**src/mws_pkg.sv**
```systemverilog
`timescale 1ns / 1ps

package mws_pkg;

	localparam int ID_W            = 31;
	localparam int MAX_WINDOWS_DEF = 16;

	typedef enum logic [1:0] {
		OP_OPEN   = 2'd0,
		OP_SWITCH = 2'd1,
		OP_CLOSE  = 2'd2,
		OP_NONE   = 2'd3
	} op_t;

	typedef enum logic [1:0] {
		KIND_NONE  = 2'd0,
		KIND_TOP   = 2'd1,
		KIND_BLANK = 2'd2
	} kind_t;

	typedef enum logic [2:0] {
		ST_IDLE,
		ST_SCAN,
		ST_SHIFT_DN,
		ST_SHIFT_UP,
		ST_PUT_TOP,
		ST_FINISH
	} state_t;

	typedef struct packed {
		logic [1:0]      operation;
		logic [ID_W-1:0] window_id;
	} req_item_t;

	typedef struct packed {
		logic [1:0]      report_kind;
		logic [ID_W-1:0] top_id;
		logic            all_closed;
		logic            full_refused;
	} rsp_item_t;

	// controller to datapath
	typedef struct packed {
		logic load;
		logic scan;
		logic dn_from_count;
		logic dn_from_pos;
		logic shift_dn;
		logic up_start;
		logic shift_up;
		logic put_top;
		logic cnt_inc;
		logic cnt_dec;
		logic cnt_clear;
		logic res_top;
		logic res_blank;
		logic res_refused;
		logic emit;
	} ctl_t;

	// datapath to controller
	typedef struct packed {
		op_t  op;
		logic scan_done;
		logic found;
		logic pos_zero;
		logic cnt_zero;
		logic cnt_one;
		logic cnt_full;
		logic dn_done;
		logic up_done;
		logic out_free;
	} sts_t;

endpackage

```
**src/mws_datapath.sv**
```systemverilog
`timescale 1ns / 1ps

module mws_datapath #(
	parameter int MAX_WINDOWS = mws_pkg::MAX_WINDOWS_DEF
) (
	input  logic              clk,
	input  logic              arst_n,
	input  mws_pkg::req_item_t req_item,
	input  mws_pkg::ctl_t     ctl,
	output mws_pkg::sts_t     sts,
	output logic              rsp_valid,
	input  logic              rsp_stall,
	output mws_pkg::rsp_item_t rsp_item
);

	localparam int IDX_W = $clog2(MAX_WINDOWS);
	localparam int CNT_W = $clog2(MAX_WINDOWS + 1);
	localparam logic [CNT_W-1:0] CNT_MAX = CNT_W'(MAX_WINDOWS);
	localparam logic [CNT_W-1:0] CNT_ONE = CNT_W'(1);

	logic [mws_pkg::ID_W-1:0] mem_q [MAX_WINDOWS];
	logic [mws_pkg::ID_W-1:0] rd_q;

	mws_pkg::op_t             op_q;
	logic [mws_pkg::ID_W-1:0] id_q;
	logic [mws_pkg::ID_W-1:0] top_q;
	logic [CNT_W-1:0]         count_q;
	logic [CNT_W-1:0]         ptr_q;
	logic [CNT_W-1:0]         pos_q;
	logic [CNT_W-1:0]         ra_q;
	logic                     rv_q;
	logic                     found_q;
	mws_pkg::kind_t           kind_q;
	logic                     closed_q;
	logic                     refused_q;
	logic                     rsp_valid_q;
	mws_pkg::rsp_item_t       rsp_item_q;

	logic                     re;
	logic [CNT_W-1:0]         raddr;
	logic                     we;
	logic [CNT_W-1:0]         waddr;
	logic [mws_pkg::ID_W-1:0] wdata;
	logic                     hit;
	logic                     restart;

	always_comb begin
		re    = 1'b0;
		raddr = ptr_q;
		if (ctl.scan && (ptr_q < count_q)) begin
			re = 1'b1;
		end
		if (ctl.shift_dn && (ptr_q != '0)) begin
			re    = 1'b1;
			raddr = CNT_W'(ptr_q - 1'b1);
		end
		if (ctl.shift_up && (ptr_q < count_q)) begin
			re = 1'b1;
		end
	end

	always_comb begin
		we    = 1'b0;
		waddr = '0;
		wdata = rd_q;
		if (ctl.shift_dn && rv_q) begin
			we    = 1'b1;
			waddr = CNT_W'(ra_q + 1'b1);
		end
		if (ctl.shift_up && rv_q) begin
			we    = 1'b1;
			waddr = CNT_W'(ra_q - 1'b1);
		end
		if (ctl.put_top) begin
			we    = 1'b1;
			waddr = '0;
			wdata = id_q;
		end
	end

	assign hit     = ctl.scan && rv_q && !found_q && (rd_q == id_q);
	assign restart = ctl.load || ctl.dn_from_count || ctl.dn_from_pos || ctl.up_start;

	always_ff @(posedge clk) begin
		if (we) begin
			mem_q[waddr[IDX_W-1:0]] <= wdata;
		end
		if (re) begin
			rd_q <= mem_q[raddr[IDX_W-1:0]];
		end
	end

	always_ff @(posedge clk or negedge arst_n) begin
		if (!arst_n) begin
			count_q     <= '0;
			rv_q        <= 1'b0;
			found_q     <= 1'b0;
			rsp_valid_q <= 1'b0;
		end else begin
			rv_q <= re && !restart;
			if (ctl.load) begin
				found_q <= 1'b0;
			end else if (hit) begin
				found_q <= 1'b1;
			end
			if (ctl.cnt_clear) begin
				count_q <= '0;
			end else if (ctl.cnt_inc) begin
				count_q <= CNT_W'(count_q + 1'b1);
			end else if (ctl.cnt_dec) begin
				count_q <= CNT_W'(count_q - 1'b1);
			end
			if (ctl.emit) begin
				rsp_valid_q <= 1'b1;
			end else if (!rsp_stall) begin
				rsp_valid_q <= 1'b0;
			end
		end
	end

	always_ff @(posedge clk) begin
		if (ctl.load) begin
			op_q      <= mws_pkg::op_t'(req_item.operation);
			id_q      <= req_item.window_id;
			kind_q    <= mws_pkg::KIND_NONE;
			closed_q  <= 1'b0;
			refused_q <= 1'b0;
		end else begin
			if (ctl.res_top) begin
				kind_q <= mws_pkg::KIND_TOP;
			end
			if (ctl.res_blank) begin
				kind_q   <= mws_pkg::KIND_BLANK;
				closed_q <= 1'b1;
			end
			if (ctl.res_refused) begin
				refused_q <= 1'b1;
			end
		end
		if (re) begin
			ra_q <= raddr;
		end
		if (hit) begin
			pos_q <= ra_q;
		end
		// entry 0 is mirrored so the result needs no extra read
		if (we && (waddr == '0)) begin
			top_q <= wdata;
		end
		priority if (ctl.load) begin
			ptr_q <= '0;
		end else if (ctl.dn_from_count) begin
			ptr_q <= count_q;
		end else if (ctl.dn_from_pos) begin
			ptr_q <= pos_q;
		end else if (ctl.up_start) begin
			ptr_q <= CNT_W'(pos_q + 1'b1);
		end else if (re && ctl.shift_dn) begin
			ptr_q <= CNT_W'(ptr_q - 1'b1);
		end else if (re) begin
			ptr_q <= CNT_W'(ptr_q + 1'b1);
		end else begin
			ptr_q <= ptr_q;
		end
		if (ctl.emit) begin
			rsp_item_q.report_kind  <= kind_q;
			rsp_item_q.top_id       <= (kind_q == mws_pkg::KIND_TOP) ? top_q : '0;
			rsp_item_q.all_closed   <= closed_q;
			rsp_item_q.full_refused <= refused_q;
		end
	end

	always_comb begin
		sts.op        = op_q;
		sts.scan_done = found_q || ((ptr_q >= count_q) && !rv_q);
		sts.found     = found_q;
		sts.pos_zero  = (pos_q == '0);
		sts.cnt_zero  = (count_q == '0);
		sts.cnt_one   = (count_q == CNT_ONE);
		sts.cnt_full  = (count_q == CNT_MAX);
		sts.dn_done   = (ptr_q == '0) && !rv_q;
		sts.up_done   = (ptr_q >= count_q) && !rv_q;
		sts.out_free  = !rsp_valid_q || !rsp_stall;
	end

	assign rsp_valid = rsp_valid_q;
	assign rsp_item  = rsp_item_q;

endmodule

```
**src/mws_ctrl.sv**
```systemverilog
`timescale 1ns / 1ps

module mws_ctrl (
	input  logic          clk,
	input  logic          arst_n,
	input  logic          req_valid,
	output logic          req_stall,
	input  mws_pkg::sts_t sts,
	output mws_pkg::ctl_t ctl
);

	mws_pkg::state_t state_q;
	mws_pkg::state_t state_d;

	always_ff @(posedge clk or negedge arst_n) begin
		if (!arst_n) begin
			state_q <= mws_pkg::ST_IDLE;
		end else begin
			state_q <= state_d;
		end
	end

	always_comb begin
		state_d   = state_q;
		ctl       = '0;
		req_stall = (state_q != mws_pkg::ST_IDLE);
		unique case (state_q)
			mws_pkg::ST_IDLE: begin
				if (req_valid) begin
					ctl.load = 1'b1;
					state_d  = mws_pkg::ST_SCAN;
				end
			end
			mws_pkg::ST_SCAN: begin
				ctl.scan = 1'b1;
				if (sts.scan_done) begin
					state_d = mws_pkg::ST_FINISH;
					unique case (sts.op)
						mws_pkg::OP_OPEN: begin
							ctl.res_top = 1'b1;
							if (!sts.found && sts.cnt_full) begin
								ctl.res_refused = 1'b1;
							end else if (!sts.found) begin
								ctl.dn_from_count = 1'b1;
								state_d           = mws_pkg::ST_SHIFT_DN;
							end
						end
						mws_pkg::OP_SWITCH: begin
							if (sts.found) begin
								ctl.res_top = 1'b1;
								if (!sts.pos_zero) begin
									ctl.dn_from_pos = 1'b1;
									state_d         = mws_pkg::ST_SHIFT_DN;
								end
							end
						end
						mws_pkg::OP_CLOSE: begin
							// last window goes whatever id was named
							if (sts.cnt_one) begin
								ctl.cnt_clear = 1'b1;
								ctl.res_blank = 1'b1;
							end else if (!sts.cnt_zero) begin
								ctl.res_top = 1'b1;
								if (sts.found) begin
									ctl.up_start = 1'b1;
									state_d      = mws_pkg::ST_SHIFT_UP;
								end
							end
						end
						mws_pkg::OP_NONE: begin
						end
						default: begin
						end
					endcase
				end
			end
			mws_pkg::ST_SHIFT_DN: begin
				ctl.shift_dn = 1'b1;
				if (sts.dn_done) begin
					state_d = mws_pkg::ST_PUT_TOP;
				end
			end
			mws_pkg::ST_PUT_TOP: begin
				ctl.put_top = 1'b1;
				ctl.cnt_inc = (sts.op == mws_pkg::OP_OPEN);
				state_d     = mws_pkg::ST_FINISH;
			end
			mws_pkg::ST_SHIFT_UP: begin
				ctl.shift_up = 1'b1;
				if (sts.up_done) begin
					ctl.cnt_dec = 1'b1;
					state_d     = mws_pkg::ST_FINISH;
				end
			end
			mws_pkg::ST_FINISH: begin
				if (sts.out_free) begin
					ctl.emit = 1'b1;
					state_d  = mws_pkg::ST_IDLE;
				end
			end
			default: begin
				state_d = mws_pkg::ST_IDLE;
			end
		endcase
	end

endmodule

```
**src/mru_window_stack.sv**
```systemverilog
`timescale 1ns / 1ps
// one item in flight; a linear search of the stack memory and a one-entry-per-cycle
// shift through its single write port do the work of each item
// the result register lets the next item be taken while a result waits
// reset clears the count, the state machine and the result valid; stack memory is not cleared

module mru_window_stack #(
	parameter int MAX_WINDOWS = mws_pkg::MAX_WINDOWS_DEF
) (
	input  logic               clk,
	input  logic               arst_n,
	input  logic               req_valid,
	output logic               req_stall,
	input  mws_pkg::req_item_t req_item,
	output logic               rsp_valid,
	input  logic               rsp_stall,
	output mws_pkg::rsp_item_t rsp_item
);

	mws_pkg::ctl_t ctl;
	mws_pkg::sts_t sts;

	mws_ctrl u_ctrl (
		.clk       (clk),
		.arst_n    (arst_n),
		.req_valid (req_valid),
		.req_stall (req_stall),
		.sts       (sts),
		.ctl       (ctl)
	);

	mws_datapath #(
		.MAX_WINDOWS (MAX_WINDOWS)
	) u_datapath (
		.clk       (clk),
		.arst_n    (arst_n),
		.req_item  (req_item),
		.ctl       (ctl),
		.sts       (sts),
		.rsp_valid (rsp_valid),
		.rsp_stall (rsp_stall),
		.rsp_item  (rsp_item)
	);

	a_one_item: assert property (@(posedge clk) disable iff (!arst_n)
		(req_valid && !req_stall) |=> req_stall)
		else $error("second transfer taken while an item is in flight");

	a_emit_free: assert property (@(posedge clk) disable iff (!arst_n)
		ctl.emit |-> sts.out_free)
		else $error("result register overwritten before transfer");

	a_one_mem_op: assert property (@(posedge clk) disable iff (!arst_n)
		$onehot0({ctl.scan, ctl.shift_dn, ctl.shift_up, ctl.put_top}))
		else $error("more than one stack memory operation at once");

	a_flags: assert property (@(posedge clk) disable iff (!arst_n)
		rsp_valid |-> ((!rsp_item.full_refused || rsp_item.report_kind == mws_pkg::KIND_TOP) &&
		(!rsp_item.all_closed || rsp_item.report_kind == mws_pkg::KIND_BLANK)))
		else $error("result flags disagree with report kind");

endmodule

```
**config.mk**
```make
export PLATFORM = sky130hd
export DESIGN_NAME = mru_window_stack
export DESIGN_NICKNAME = d
export VERILOG_FILES = /design/src/mws_pkg.sv /design/src/mws_datapath.sv /design/src/mws_ctrl.sv /design/src/mru_window_stack.sv
export SDC_FILE = /design/constraint.sdc
export NUM_CORES = 1
export LEC_CHECK = 0
export CORE_ASPECT_RATIO = 0.75
export CORE_MARGIN = 2
export CORE_UTILIZATION = 30
export CTS_CLUSTER_DIAMETER = 30
export DETAILED_ROUTE_END_ITERATION = 10
export DONT_BUFFER_PORTS = 1
export PLACE_DENSITY = 0.54
export SKIP_LAST_GASP = 1
export SYNTH_ARGS = -nofsm -noshare
export SYNTH_HDL_FRONTEND = slang
export SYNTH_SLANG_ARGS = --single-unit
```
**constraint.sdc**
```tcl
create_clock -name clk -period 5.4 [get_ports clk]
set_input_delay 0.27 -clock clk [delete_from_list [all_inputs] [get_ports clk]]
set_output_delay 0.27 -clock clk [all_outputs]
set_load 0.05 [all_outputs]
```
## Yosys cells after proc, flatten, opt, wreduce, memory -nomap -nowiden

Memory sizes are Yosys's and may differ from the RTL's. A register that Yosys moved wholly into a read port is not among the register bits.
Index checks and enable logic that the tools add are counted.

- Register bits after elaboration: 129
- Bits in latches: 0
- Bits in writable memories: 496
- Memory bits (read-only): 0
- Input port bits: 37
- Output and inout port bits: 37
- Logic and storage cells: 157
- Memories: 1

- Add/sub/neg operators: 7
- Multipliers: 0
- Div/mod/pow operators: 0
- Order comparisons: 2
- Equality and inequality tests: 17
- Shifts and indexed selects: 0
- Muxes and demuxes: 73
- Bitwise gates (word level): 0
- Reduce and logical (&&, ||, !) cells: 38

Memory list:

| name | words | bits a word | rd ports | clocked after Yosys merged registers in | wr ports | line | text |
|---|---|---|---|---|---|---|---|
| u_datapath.mem_q | 16 | 31 | 1 | 1 | 1 | mws_datapath.sv:21 | `logic [mws_pkg::ID_W-1:0] mem_q [MAX_WINDOWS];` |

Operators by type and width:

| cell | number |
|---|---|
| $mux 5 | 12 |
| $mux 3 | 13 |
| $mux 1 | 38 |
| $eq 31x31->1 | 1 |
| $mux 31 | 1 |
| $add 5x1->5 const B | 4 |
| $logic_not 5->1 | 4 |
| $pmux 3 s6 | 1 |
| $sub 5x1->5 const B | 3 |
| $logic_and 1x1->1 | 14 |
| $ne 2x2->1 const B | 5 |
| $reduce_bool 5->1 | 2 |
| $pmux 3 s3 | 1 |
| $mux 2 | 4 |
| $mux 4 | 2 |
| $eq 3x2->1 const B | 2 |
| $eq 3x3->1 const B | 2 |
| $reduce_bool 3->1 | 2 |
| $eq 5x1->1 const B | 1 |
| $eq 5x5->1 const B | 1 |
| $ge 5x5->1 | 1 |
| $logic_not 1->1 | 5 |
| $logic_or 1x1->1 | 5 |
| $lt 5x5->1 | 1 |
| other kinds (10) | 12 |

## Depth between registers and ports, before layout

- Depth after elaboration: 15
- Depth in mapped cells: 16
- Gate-level depth less buffers: 9

## Cells and area by module

A second synthesis with hierarchy kept.

- Cells, all modules: 1,942
- Area total of the unflattened synthesis: 27,926.8 µm²

Modules (own cells, without submodules):

| module | instances | cells each | area each (µm²) | seq. area each (µm²) |
|---|---|---|---|---|
| mws_datapath | 1 | 1,887 | 27,488.9 | 19,478.7 |
| mws_ctrl | 1 | 55 | 437.9 | 75.1 |

## Worst setup path after synthesis

No wires, ideal clock.

- Path kind: register -> register
- Start point: register u_ctrl.state_q[0]
- End point: register u_datapath.top_q[0] (netlist name), enable pin
- Setup time: 467 ps
- Arrival: 3,797 ps
- Required time: 4,933 ps
- Slack: 1,137 ps
- Cell stages (with the launch flop): 8
- Path buffers: 2
- Clock period less this slack: 4,263 ps
- Path through: dfrtp_1 > clkbuf_1 > clkbuf_1 > a31oi_1 > xnor2_1 > nand2_1 > nand2_1 > a211oi_1

- Longest elaborated chain between the ends: 8
- Elaborated cells between the ends (all ways): 16
- Classes of those cells: eq/ne: 3; mux: 9; reduce/logical: 4

RTL lines:

| item | line | text |
|---|---|---|
| from (decl) | mws_ctrl.sv:12 | `mws_pkg::state_t state_q;` |
| from (signal assigned) | mws_ctrl.sv:17 | `state_q <= mws_pkg::ST_IDLE;` |
| from (signal assigned) | mws_ctrl.sv:19 | `state_q <= state_d;` |
| $eq 3x2->1 | mws_ctrl.sv:27 | `unique case (state_q)` |
| $mux 1 | mws_ctrl.sv:27 |  |
| $logic_and 1x1->1 | mws_datapath.sv:66 | `if (ctl.shift_dn && rv_q) begin` |
| $mux 5 | mws_datapath.sv:66 |  |
| $mux 5 | mws_datapath.sv:70 | `if (ctl.shift_up && rv_q) begin` |
| $mux 5 | mws_datapath.sv:74 | `if (ctl.put_top) begin` |
| $logic_not 5->1 | mws_datapath.sv:147 | `if (we && (waddr == '0)) begin` |
| $logic_and 1x1->1 (*) | mws_datapath.sv:147 |  |
| to (signal assigned) | mws_datapath.sv:148 | `top_q <= wdata;` |
| to (decl) | mws_datapath.sv:26 | `logic [mws_pkg::ID_W-1:0] top_q;` |

Mark *: on every way between the ends. The rest lies on a longest branch, timed or not.
A chain may end at the register's enable or synchronous reset.

## Worst setup path after layout

- Start point: register u_ctrl.state_q[2]
- End point: register u_datapath.rd_q[2] (netlist name), read port of u_datapath.mem_q, data pin

- Longest elaborated chain between the ends: 6
- Elaborated cells between the ends (all ways): 13
- Classes of those cells: eq/ne: 3; mux: 7; reduce/logical: 3

RTL lines:

| item | line | text |
|---|---|---|
| $eq 3x1->1 | mws_ctrl.sv:27 |  |
| $mux 3 | mws_ctrl.sv:27 |  |
| $logic_and 1x1->1 | mws_datapath.sv:50 | `if (ctl.scan && (ptr_q < count_q)) begin` |
| $mux 1 | mws_datapath.sv:50 |  |
| $mux 1 | mws_datapath.sv:53 | `if (ctl.shift_dn && (ptr_q != '0)) begin` |
| $mux 1 | mws_datapath.sv:57 | `if (ctl.shift_up && (ptr_q < count_q)) begin` |
| to (decl) | mws_datapath.sv:22 | `logic [mws_pkg::ID_W-1:0] rd_q;` |

Parallel ways exist; a longest one is shown, timed or not.

==> results.sh <==
export IMPL_fin_crit_sh_pct=75.2
export IMPL_die_area_um2=99000
export IMPL_avgSynthCellArea_um2=14.5
export IMPL_leakage_nw=11.6
export IMPL_grt_max_degree=70
export IMPL_synth_top_area_cell="edfxtp_1"
export IMPL_avgViaCountPerCell=5.48
export IMPL_wl_um=87600
export IMPL_rows=98
export IMPL_die_w_um=363
export IMPL_crit_fanout=18
export IMPL_dpl_cell_area_um2=30600
export IMPL_cts_tree="done"
export IMPL_gp_congestion=0.825
export IMPL_ys_types=72
export IMPL_finalMaxSlewViolations=0
export IMPL_initial_core_util_pct=30.3
export IMPL_max_cap_violations=0
export IMPL_worstSkewPairLatency_ns=0.69
export IMPL_status="finished, final reports clean"
export IMPL_cts_htree_levels=3
export IMPL_root_buffer="clkbuf_16"
export IMPL_cts_buffer_depth=3
export IMPL_synth_main_ff_cell="edfxtp_1"
export IMPL_crit_required_ns=5.92
export IMPL_port_buffers=0
export IMPL_dp_cells=3167
export IMPL_fin_util_pct=36.3
export IMPL_grt_pass1_vias=18157
export IMPL_firstDrtPassIters=7
export IMPL_grt_pass1_wl_um=126000
export IMPL_nNetsFinal=2113
export IMPL_p_total_mw=21.1
export IMPL_final_cell_area_um2=34700
export IMPL_syn_to_final_growth_pct=19.9
export IMPL_fin_ws_ns=1.34
export IMPL_dp_hpwl_um=51300
export IMPL_ant_nets=0
export IMPL_final_common_cell="edfxtp_1"
export IMPL_cp_arrival_ns=4.58
export IMPL_tightest_slew_ns=1.27
export IMPL_wl_per_cell_um=25.7
export IMPL_clk_pin_slew_worst_paths_ns=0.05
export IMPL_start_kind="register"
export IMPL_cts_resized=0
export IMPL_grt_overflow=0
export IMPL_slew_headroom_pct=13.8
export IMPL_cts_buffers=105
export IMPL_cts_setup_buffers=0
export IMPL_hold_ws_ns=0.0277
export IMPL_drt_drc_violations_left=0
export IMPL_synth_nets=2049
export IMPL_die_h_um=273
export IMPL_synth_top_area_share_pct=66.0
export IMPL_first_iter_violations=1950
export IMPL_ys_seq_area_share_pct=67.5
export IMPL_syn_area_um2=29000
export IMPL_layout_common_cells="edfxtp_1, mux2i_1, clkbuf_16"
export IMPL_via_count=18662
export IMPL_r2r_start="u_ctrl.state_q[2]$_DFFE_PN0P_"
export IMPL_stdcell_count=3405
export IMPL_pre_cts_ws_ns=1.46
export IMPL_ir_drop_v=0.000529
export IMPL_fmax_mhz=246
export IMPL_clock_skew_ns=0.0253
export IMPL_core_area_um2=95500
export IMPL_antenna_found_initial=2
export IMPL_startpoint="u_ctrl.state_q[2]$_DFFE_PN0P_"
export IMPL_critPathCaptureType="register"
export IMPL_synth_edf_count=636
export IMPL_async_flop_share_pct=1.68
export IMPL_drive_above_1_share_pct=17.2
export IMPL_finalSetupTns_ns=0
export IMPL_critPathKind="reg2reg"
export IMPL_p_per_area_nw_per_um2=609
export IMPL_grt_use_total_pct=17.4
export IMPL_syn_inst=1996
export IMPL_ioPinCount=74
export IMPL_synth_area_leaders="edfxtp_1, mux2i_1, mux2_2, mux4_2, o21ai_0"
export IMPL_period_needed_ns=4.06
export IMPL_rsz0062_at_grt="no"
export IMPL_finalSetupViolCount=0
export IMPL_hold_class="in2async"
export IMPL_yosys_register_bits=656
export IMPL_hold_viol_final=0
export IMPL_yosysWarnings=0
export IMPL_cts_sinks=656
## routing by layer
layer	global-route usage (%)	share of wire, %	vias up
met2	24.5	42	865
met3	3.62	8.4	128
met4	5.25	2.2	0
li1	-	-	8057
met5	0	0	-
met1	26.6	48	9612
## sequential cells by signal, indices dropped and copies added (netlist names)
signal and flops:
u_datapath.rsp_item 35, u_datapath.ra_q 5, u_datapath.pos_q 5, u_datapath.rsp_valid 1
u_datapath.count_q 5, u_datapath.refused_q 1, u_ctrl.state_q 3, u_datapath.kind_q 2
u_datapath.rv_q 1, u_datapath.id_q 31, u_datapath.closed_q 1, u_datapath.op_q 2
u_datapath.top_q 31, u_datapath.rd_q 31, u_datapath.found_q 1, u_datapath.ptr_q 5
u_datapath.mem_q 496
## worst max-delay path: stages (launching register included)
cell     delay (ns)
dfrtp_1        0.60
or3b_1         0.66
nor2_2         0.88
a22oi_1        0.16
o22a_1         0.61
buf_4          0.41
or3_1          0.44
nand4_1        0.12
## cell families (layout without fill, tap and decap cells)
kind of cell	Yosys count	in the layout	share of synthesized area [%]
compound gates	407	407	9.19
xor+xnor	42	42	1.27
fa+ha+maj	16	16	0.691
buf+inv	168	323	2.38
flops	656	656	67.5
mux	271	271	10.9
other cells	0	4	0
simple gates	436	436	8.06
## synthesized netlist by cell type, drive strengths merged, types with 22 or more instances
master   instances
a2111oi         32
a211oi          22
a21oi           78
and2            64
buf             50
clkbuf          89
edfxtp         636
inv             29
mux2            74
mux2i          170
mux4            27
nand2           91
nand3           70
nand4           27
nor2            73
o21ai          129
o22ai           44
or3             24
xor2            31
## path summary, 6_finish.rpt
check | end | cells after the start | slack (ns)
max | u_datapath.rd_q[2]$_DFFE_PP_ | 7 | 1.34
min | u_datapath.count_q[3]$_DFFE_PN0P_ | 1 | 0.03
max reg2reg | u_datapath.rd_q[2]$_DFFE_PP_ | 7 | 1.34
min reg2reg | u_datapath.rsp_item[33]$_DFFE_PP_ | 0 | 0.44
max in group asynchronous | u_datapath.rsp_valid$_DFFE_PN0P_ | 1 | 4.99
min in group clk | u_datapath.rsp_item[1]$_DFFE_PP_ | 2 | 0.18
## power by group
group,leakage [nW],switching (mW),internal [mW]
Clock,1.76,2.61,4.32
Combinational,3.87,4.42,2.04
Sequential,5.99,0.716,7.01
## cell type report
cell class | instances | area (um^2)
Sequential cell | 656 | 19600
Tap cell | 1250 | 1560
Clock inverter | 82 | 931
Inverter | 29 | 109
Multi-Input combinational cell | 1172 | 8960
Antenna cell | 4 | 10.0
Timing Repair Buffer | 96 | 811
Fill cell | 8940 | 60800
Clock buffer | 116 | 2750
## what timing repair did
action / in CTS / in global routing
hold endpoints to repair: 51 / 0
endpoints found under the setup margin: 0 / 0
hold buffers: 36 / 0
No activity file was read; power rests on OpenSTA's default activity.
